File: src/rtl/core/jsu_pkg.sv
// ----------------------------------------------------------------------------
// jsu_pkg: shared types and constants for the JSON string unescaper
// Decoder modes, character codes, UTF-8 constants and hex digit decode.
// ----------------------------------------------------------------------------
package jsu_pkg;

   typedef enum logic [1:0] {
      MODE_PLAIN = 2'd0,
      MODE_ESC   = 2'd1,
      MODE_HEX   = 2'd2
   } mode_type;

   typedef struct packed {
      logic       valid;
      logic [3:0] value;
   } hex_type;

   localparam int unsigned RUN_MAX   = 5;
   localparam int unsigned HELD_MAX  = 3;

   localparam logic [7:0] CHAR_BACKSLASH = 8'h5C;
   localparam logic [7:0] CHAR_U         = 8'h75;
   localparam logic [7:0] CHAR_N         = 8'h6E;
   localparam logic [7:0] CHAR_T         = 8'h74;
   localparam logic [7:0] CHAR_R         = 8'h72;
   localparam logic [7:0] CHAR_B         = 8'h62;
   localparam logic [7:0] CHAR_F         = 8'h66;
   localparam logic [7:0] CHAR_LF        = 8'h0A;
   localparam logic [7:0] CHAR_TAB       = 8'h09;
   localparam logic [7:0] CHAR_CR        = 8'h0D;
   localparam logic [7:0] CHAR_BS        = 8'h08;
   localparam logic [7:0] CHAR_FF        = 8'h0C;

   localparam logic [7:0]  UTF8_LEAD2     = 8'hC0;
   localparam logic [7:0]  UTF8_LEAD3     = 8'hE0;
   localparam logic [7:0]  UTF8_CONT      = 8'h80;
   localparam logic [7:0]  UTF8_CONT_MASK = 8'h3F;
   localparam logic [15:0] CP_1BYTE_LIMIT = 16'h0080;
   localparam logic [15:0] CP_2BYTE_LIMIT = 16'h0800;

   function automatic hex_type hex_decode(input logic [7:0] c);
      hex_type h;
      h.valid = 1'b1;
      h.value = 4'd0;
      if (c >= 8'h30 && c <= 8'h39) begin
         h.value = 4'(c - 8'h30);
      end else if (c >= 8'h61 && c <= 8'h66) begin
         h.value = 4'(c - 8'h57);
      end else if (c >= 8'h41 && c <= 8'h46) begin
         h.value = 4'(c - 8'h37);
      end else begin
         h.valid = 1'b0;
      end
      return h;
   endfunction

endpackage

File: src/rtl/core/json_string_unescape.sv
// ----------------------------------------------------------------------------
// json_string_unescape: byte-wide JSON string body unescaper
// Decodes backslash escapes and \uXXXX sequences (to UTF-8) in one pass.
// ----------------------------------------------------------------------------
// Usage:
//   req_ channel carries one raw string byte per word (req_in_byte) and
//   req_is_final on the last byte of the string body. rsp_ channel carries
//   one unescaped byte per word; rsp_run_last marks the last word caused by
//   a request word, rsp_string_end the last word of the whole string.
//   A request word is decoded in the cycle it is accepted and its run of
//   0 to 5 result bytes is loaded into an output shift register, so the
//   first result word is offered in the cycle after acceptance.
//   Throughput: plain text runs at one word per cycle while rsp_stall is
//   low. Words with no result (a pending backslash or a held hex digit)
//   are still taken as request words but load nothing into the output.
//   The output shift register sets this rate: a new request word is taken
//   when the register is empty or its last word leaves.
//   rsp_stall holds the current result word and backs up into req_stall.
//   Reset returns the decoder to plain text mode and empties the output.
// ----------------------------------------------------------------------------
module json_string_unescape (
   input  logic       clock,
   input  logic       reset,
   input  logic       req_valid,
   output logic       req_stall,
   input  logic [7:0] req_in_byte,
   input  logic       req_is_final,
   output logic       rsp_valid,
   input  logic       rsp_stall,
   output logic [7:0] rsp_out_byte,
   output logic       rsp_run_last,
   output logic       rsp_string_end
);
   import jsu_pkg::*;

   mode_type   mode_ff, mode_in;
   logic [1:0] digits_ff, digits_in;
   logic [7:0] held_ff [HELD_MAX];
   logic       held_we;

   logic [7:0] run_ff [RUN_MAX];
   logic [7:0] run_in [RUN_MAX];
   logic [2:0] run_count_ff, run_count_in;
   logic       fin_ff, fin_in;

   logic [7:0] res [RUN_MAX];
   logic [2:0] k;
   logic       do_plain;
   logic       req_take, rsp_take;
   hex_type    h_cur, h0, h1, h2;
   logic [15:0] cp;

   assign rsp_valid      = (run_count_ff != 3'd0);
   assign rsp_out_byte   = run_ff[0];
   assign rsp_run_last   = (run_count_ff == 3'd1);
   assign rsp_string_end = (run_count_ff == 3'd1) && fin_ff;

   assign req_stall = (run_count_ff > 3'd1) || ((run_count_ff == 3'd1) && rsp_stall);
   assign req_take  = req_valid && !req_stall;
   assign rsp_take  = rsp_valid && !rsp_stall;

   assign h_cur = hex_decode(req_in_byte);
   assign h0    = hex_decode(held_ff[0]);
   assign h1    = hex_decode(held_ff[1]);
   assign h2    = hex_decode(held_ff[2]);
   assign cp    = {h0.value, h1.value, h2.value, h_cur.value};

   // decode of the incoming word
   always_comb begin
      for (int i = 0; i < RUN_MAX; i++) begin
         res[i] = 8'h00;
      end
      k         = 3'd0;
      do_plain  = 1'b0;
      held_we   = 1'b0;
      mode_in   = mode_ff;
      digits_in = digits_ff;
      case (mode_ff)
         MODE_ESC: begin
            mode_in = MODE_PLAIN;
            case (req_in_byte)
               CHAR_N: begin res[k] = CHAR_LF;  k = k + 3'd1; end
               CHAR_T: begin res[k] = CHAR_TAB; k = k + 3'd1; end
               CHAR_R: begin res[k] = CHAR_CR;  k = k + 3'd1; end
               CHAR_B: begin res[k] = CHAR_BS;  k = k + 3'd1; end
               CHAR_F: begin res[k] = CHAR_FF;  k = k + 3'd1; end
               CHAR_U: begin
                  if (req_is_final) begin
                     res[k] = CHAR_U;
                     k      = k + 3'd1;
                  end else begin
                     mode_in   = MODE_HEX;
                     digits_in = 2'd0;
                  end
               end
               default: begin res[k] = req_in_byte; k = k + 3'd1; end
            endcase
         end
         MODE_HEX: begin
            if (h_cur.valid && digits_ff == 2'd3) begin
               if (cp < CP_1BYTE_LIMIT) begin
                  res[0] = cp[7:0];
                  k      = 3'd1;
               end else if (cp < CP_2BYTE_LIMIT) begin
                  res[0] = UTF8_LEAD2 | {3'd0, cp[10:6]};
                  res[1] = UTF8_CONT | (cp[7:0] & UTF8_CONT_MASK);
                  k      = 3'd2;
               end else begin
                  res[0] = UTF8_LEAD3 | {4'd0, cp[15:12]};
                  res[1] = UTF8_CONT | ({2'd0, cp[11:6]} & UTF8_CONT_MASK);
                  res[2] = UTF8_CONT | (cp[7:0] & UTF8_CONT_MASK);
                  k      = 3'd3;
               end
               mode_in   = MODE_PLAIN;
               digits_in = 2'd0;
            end else if (h_cur.valid && !req_is_final) begin
               held_we   = 1'b1;
               digits_in = digits_ff + 2'd1;
            end else begin
               res[k] = CHAR_U;
               k      = k + 3'd1;
               for (int i = 0; i < HELD_MAX; i++) begin
                  if (2'(i) < digits_ff) begin
                     res[k] = held_ff[i];
                     k      = k + 3'd1;
                  end
               end
               mode_in   = MODE_PLAIN;
               digits_in = 2'd0;
               do_plain  = 1'b1;
            end
         end
         default: begin
            mode_in  = MODE_PLAIN;
            do_plain = 1'b1;
         end
      endcase
      if (do_plain) begin
         if (req_in_byte == CHAR_BACKSLASH && !req_is_final) begin
            mode_in = MODE_ESC;
         end else begin
            res[k] = req_in_byte;
            k      = k + 3'd1;
         end
      end
      if (req_is_final) begin
         mode_in   = MODE_PLAIN;
         digits_in = 2'd0;
      end
   end

   // output run shift register
   always_comb begin
      for (int i = 0; i < RUN_MAX; i++) begin
         run_in[i] = run_ff[i];
      end
      run_count_in = run_count_ff;
      fin_in       = fin_ff;
      if (rsp_take) begin
         for (int i = 0; i < RUN_MAX - 1; i++) begin
            run_in[i] = run_ff[i + 1];
         end
         run_count_in = run_count_ff - 3'd1;
      end
      if (req_take && k != 3'd0) begin
         for (int i = 0; i < RUN_MAX; i++) begin
            run_in[i] = res[i];
         end
         run_count_in = k;
         fin_in       = req_is_final;
      end
   end

   always_ff @(posedge clock) begin
      if (reset) begin
         mode_ff      <= MODE_PLAIN;
         digits_ff    <= 2'd0;
         run_count_ff <= 3'd0;
      end else begin
         run_count_ff <= run_count_in;
         if (req_take) begin
            mode_ff   <= mode_in;
            digits_ff <= digits_in;
         end
      end
   end

   always_ff @(posedge clock) begin
      for (int i = 0; i < RUN_MAX; i++) begin
         run_ff[i] <= run_in[i];
      end
      fin_ff <= fin_in;
      if (req_take && held_we) begin
         held_ff[digits_ff] <= req_in_byte;
      end
   end

   a_run_bound: assert property (@(posedge clock) disable iff (reset)
      run_count_ff <= 3'(RUN_MAX))
      else $error("output run longer than maximum");

   a_digits_mode: assert property (@(posedge clock) disable iff (reset)
      digits_ff != 2'd0 |-> mode_ff == MODE_HEX)
      else $error("hex digits held outside hex mode");

   a_final_resets: assert property (@(posedge clock) disable iff (reset)
      req_take && req_is_final |=> mode_ff == MODE_PLAIN && digits_ff == 2'd0)
      else $error("decoder not back in plain mode after final word");

   a_drain_continues: assert property (@(posedge clock) disable iff (reset)
      rsp_take && run_count_ff > 3'd1 |=> rsp_valid)
      else $error("output run dropped before its last word");

endmodule
File: config.mk
export PLATFORM = sky130hd
export DESIGN_NAME = json_string_unescape
export DESIGN_NICKNAME = d
export VERILOG_FILES = /design/src/rtl/core/jsu_pkg.sv /design/src/rtl/core/json_string_unescape.sv
export SDC_FILE = /design/constraint.sdc
export NUM_CORES = 1
export LEC_CHECK = 0
export BUFFER_PORTS_ARGS = -buffer_cell sky130_fd_sc_hd__buf_2
export CORE_MARGIN = 2
export CORE_UTILIZATION = 57
export DETAILED_ROUTE_END_ITERATION = 6
export PLACE_DENSITY = 0.75
export SLEW_MARGIN = 20
export SYNTH_ARGS = -nofsm -noshare
export SYNTH_HDL_FRONTEND = slang
export SYNTH_SLANG_ARGS = --single-unit
File: constraint.sdc
create_clock -name clock -period 5.1 [get_ports clock]
set_input_delay 1.02 -clock clock [delete_from_list [all_inputs] [get_ports clock]]
set_output_delay 1.02 -clock clock [all_outputs]
set_load 0.02 [all_outputs]
==> flow_metrics.env <==
export IMPL_ios=25
export IMPL_seq_area_frac_synth_pct=38.16
export IMPL_viasPerCell=6.453
export IMPL_seqPwrFrac_pct=46.7
export IMPL_p_leak_nw=2.200
export IMPL_synthDistinctLibCells=87
export IMPL_grt_pass1_vias=4725
export IMPL_nets=658
export IMPL_timing_critical_path_mode_cell="ha_1"
export IMPL_htree_levels=3
export IMPL_p_per_area_nw_per_um2=346.7
export IMPL_tightest_slew_ps=773.0
export IMPL_cts_tree="built"
export IMPL_fp_row_count=35
export IMPL_layout_common_cells="edfxtp_1 (65), nand2_1 (56), nor2_1 (54)"
export IMPL_yosys_warnings=0
export IMPL_clkPwrFrac_pct=20.7
export IMPL_insertedDiodeCount=0
export IMPL_max_cap_violations=0
export IMPL_drtIter0Drc=573
export IMPL_power_frac_comb_pct=32.6
export IMPL_hold_viol_final=0
export IMPL_netlist_area_um2=5482
export IMPL_crit_path_max_fanout=15
export IMPL_period_share_pct=92.90
export IMPL_cts_resized=0
export IMPL_portBuffers=24
export IMPL_slew_headroom_pct=47.74
export IMPL_synth_seq_cells=72
export IMPL_violations="design-rule violations"
export IMPL_cp_top_family="simple AND/OR/NAND/NOR gates"
export IMPL_start_util_pct=59.04
export IMPL_p_int_mw=1.332
export IMPL_peakVddDrop_mv=0.2351
export IMPL_end_kind="flip-flop"
export IMPL_synth_edf_count=65
export IMPL_met1_usage_pct=47.07
export IMPL_whs_ps=544.8
export IMPL_die_w_um=102.1
export IMPL_clock_sinks=72
export IMPL_fin_area_um2=5896
export IMPL_dpl_cell_area_um2=5723
export IMPL_post_cts_buffers=0
export IMPL_slew_violations=0
export IMPL_wl_per_cell_um=22.28
export IMPL_cp_slowest_cell="or4_4"
export IMPL_area_growth_pct=7.555
export IMPL_slowest_delay_ps=580
export IMPL_chipHeight_um=102.1
export IMPL_clock_latency_ps=360
export IMPL_cp_num_buf_inv=2
export IMPL_layout_drive_gt1_share_pct=15.87
export IMPL_netlist_instances=604
export IMPL_skew_ps=10.90
export IMPL_worstPathArrival_ps=4850
export IMPL_hold_buffers=0
export IMPL_wirelength_um=16780
export IMPL_cts_root_buf="clkbuf_8"
export IMPL_switching_share_pct=34.86
export IMPL_dp_slack_ps=217.1
export IMPL_numCtsBuffers=9
export IMPL_synth_async_reset_ratio_pct=0
export IMPL_cts_clk_slew_worst_paths_ps=80
export IMPL_worstSetupPathType="flip-flop to flip-flop"
export IMPL_cp_required_ps=5210
export IMPL_antenna_found_initial=0
export IMPL_syn_avg_cell_area_um2=9.075
export IMPL_grt_max_degree=26
export IMPL_ys_flop_type="edfxtp_1"
export IMPL_drc=1
export IMPL_rsz0062_at_grt="no"
export IMPL_drtAntennaViolNets=0
export IMPL_hp_class="flip-flop to flip-flop"
export IMPL_fin_crit_ps=4738
export IMPL_layout_commonest_cell="edfxtp_1"
export IMPL_start_kind="flip-flop"
export IMPL_die_area_um2=10420
export IMPL_p_switching_mw=0.7126
export IMPL_first_pass_iters=7
export IMPL_syn_nets=643
export IMPL_globalRouteMet3Util_pct=5.267
export IMPL_coreArea_um2=9284
export IMPL_path_cells="inv_1 > ha_1 > nor3b_1 > o21ai_0 > o311ai_2 > nand2b_1 > or4_4 > nand2_4 > inv_2 > ha_1 > xnor2_1 > o31ai_1 > o211ai_4 > and2_0 > o2bb2ai_1"
export IMPL_timing_fmax_ghz=0.2111
export IMPL_grt_pass1_wl_um=25880
export IMPL_post_dp_hpwl_um=12600
export IMPL_num_vias=4859
export IMPL_track_usage_pct=33.63
export IMPL_fin_ws_ps=362.2
export IMPL_setup_tns_ps=0
export IMPL_finalSetupViolCount=0
export IMPL_clockBufferDepth=2
export IMPL_busiest_layer="met2"
export IMPL_use_met2_pct=51.47
export IMPL_status="complete, but fails checks"
export IMPL_routabilityCongestion=1.004
export IMPL_overflow=0
[final timing paths]
check	startpoint	end	slack, ps	cells past startpoint
max	held_ff[2][1]	run_ff[0][27]	360	15
min	mode_ff[1]	mode_ff[1]	540	2
max reg2reg	held_ff[2][1]	run_ff[0][27]	360	15
min reg2reg	mode_ff[1]	mode_ff[1]	540	2
[power by group through the flow]
stage	Combinational [mW]	Sequential (mW)	Clock, mW
floorplan	0.503	0.956	0
global placement	0.648	0.963	0
detailed placement	0.669	0.968	0
CTS	0.670	0.955	0.424
global route	0.745	0.970	0.448
finish	0.667	0.955	0.422
[cells in the mapped netlist, drive strengths merged (5+ instances only)]
cell type	number	area share (%)
edfxtp	65	36
nand2	58	4.2
nor2	54	3.7
a21oi	50	5.1
inv	42	2.9
o21ai	31	2.8
ha	26	5.9
clkbuf	22	1.5
buf	21	2.7
and2	18	2.1
o211ai	14	2.1
mux2i	13	2.4
o22ai	13	1.5
nand3	12	1.2
a31oi	11	1.3
and3	9	1.0
mux2	9	1.9
nor2b	9	1.1
nor3	8	0.73
dfxtp	7	2.6
o2bb2ai	7	1.1
a211oi	5	0.78
nor3b	5	0.68
[final cells by class]
type / count / area [µm²]
tap: 129 / 161.4
clock buffer: 10 / 127.6
inverter: 42 / 157.7
multi-input combinational: 447 / 3007
fill: 829 / 3388
clock inverter: 6 / 45.04
sequential: 72 / 2092
timing repair buffer: 47 / 305.3
[metal layers]
metal  wire, µm  vias up
met4        793        0
met5          0        -
li1           -     2269
met1       7062     2252
met2       7350      277
met3       1571       61
[kinds of logic (layout without fill, tap and decap cells)]
group / Yosys count / after routing / synth area share [%]
AOI/OAI and AO/OA: 186 / 186 / 23.63
xor gates and xnor gates: 5 / 5 / 0.7989
adders and majority gates: 26 / 26 / 5.935
buffers and inverters: 85 / 105 / 7.144
DFF: 72 / 72 / 38.16
muxes: 22 / 22 / 4.291
and+or+nand+nor: 208 / 208 / 20.04
[flip-flops by register name, indices dropped and copies added, names as in the netlist]
signal and flops:
digits_ff 2, held_ff 24, mode_ff 2, fin_ff 1, run_ff 40, run_count_ff 3
[worst min-delay path, cell delays in order (launching register included)]
cell     delay (ps)
dfxtp_1         360
a21oi_1          80
nor2_1           70
[metrics by stage]
stage          std cells  util (%)  power (mW)
3_5_place_dp         737     61.64       1.637
4_1_cts              753     63.50       2.049
6_report             753     63.50       2.044
2_1_floorplan        604         -       1.459
3_3_place_gp         737     61.64       1.611
5_1_grt              753     63.50       2.163
Power figures use the tool's default switching activity.
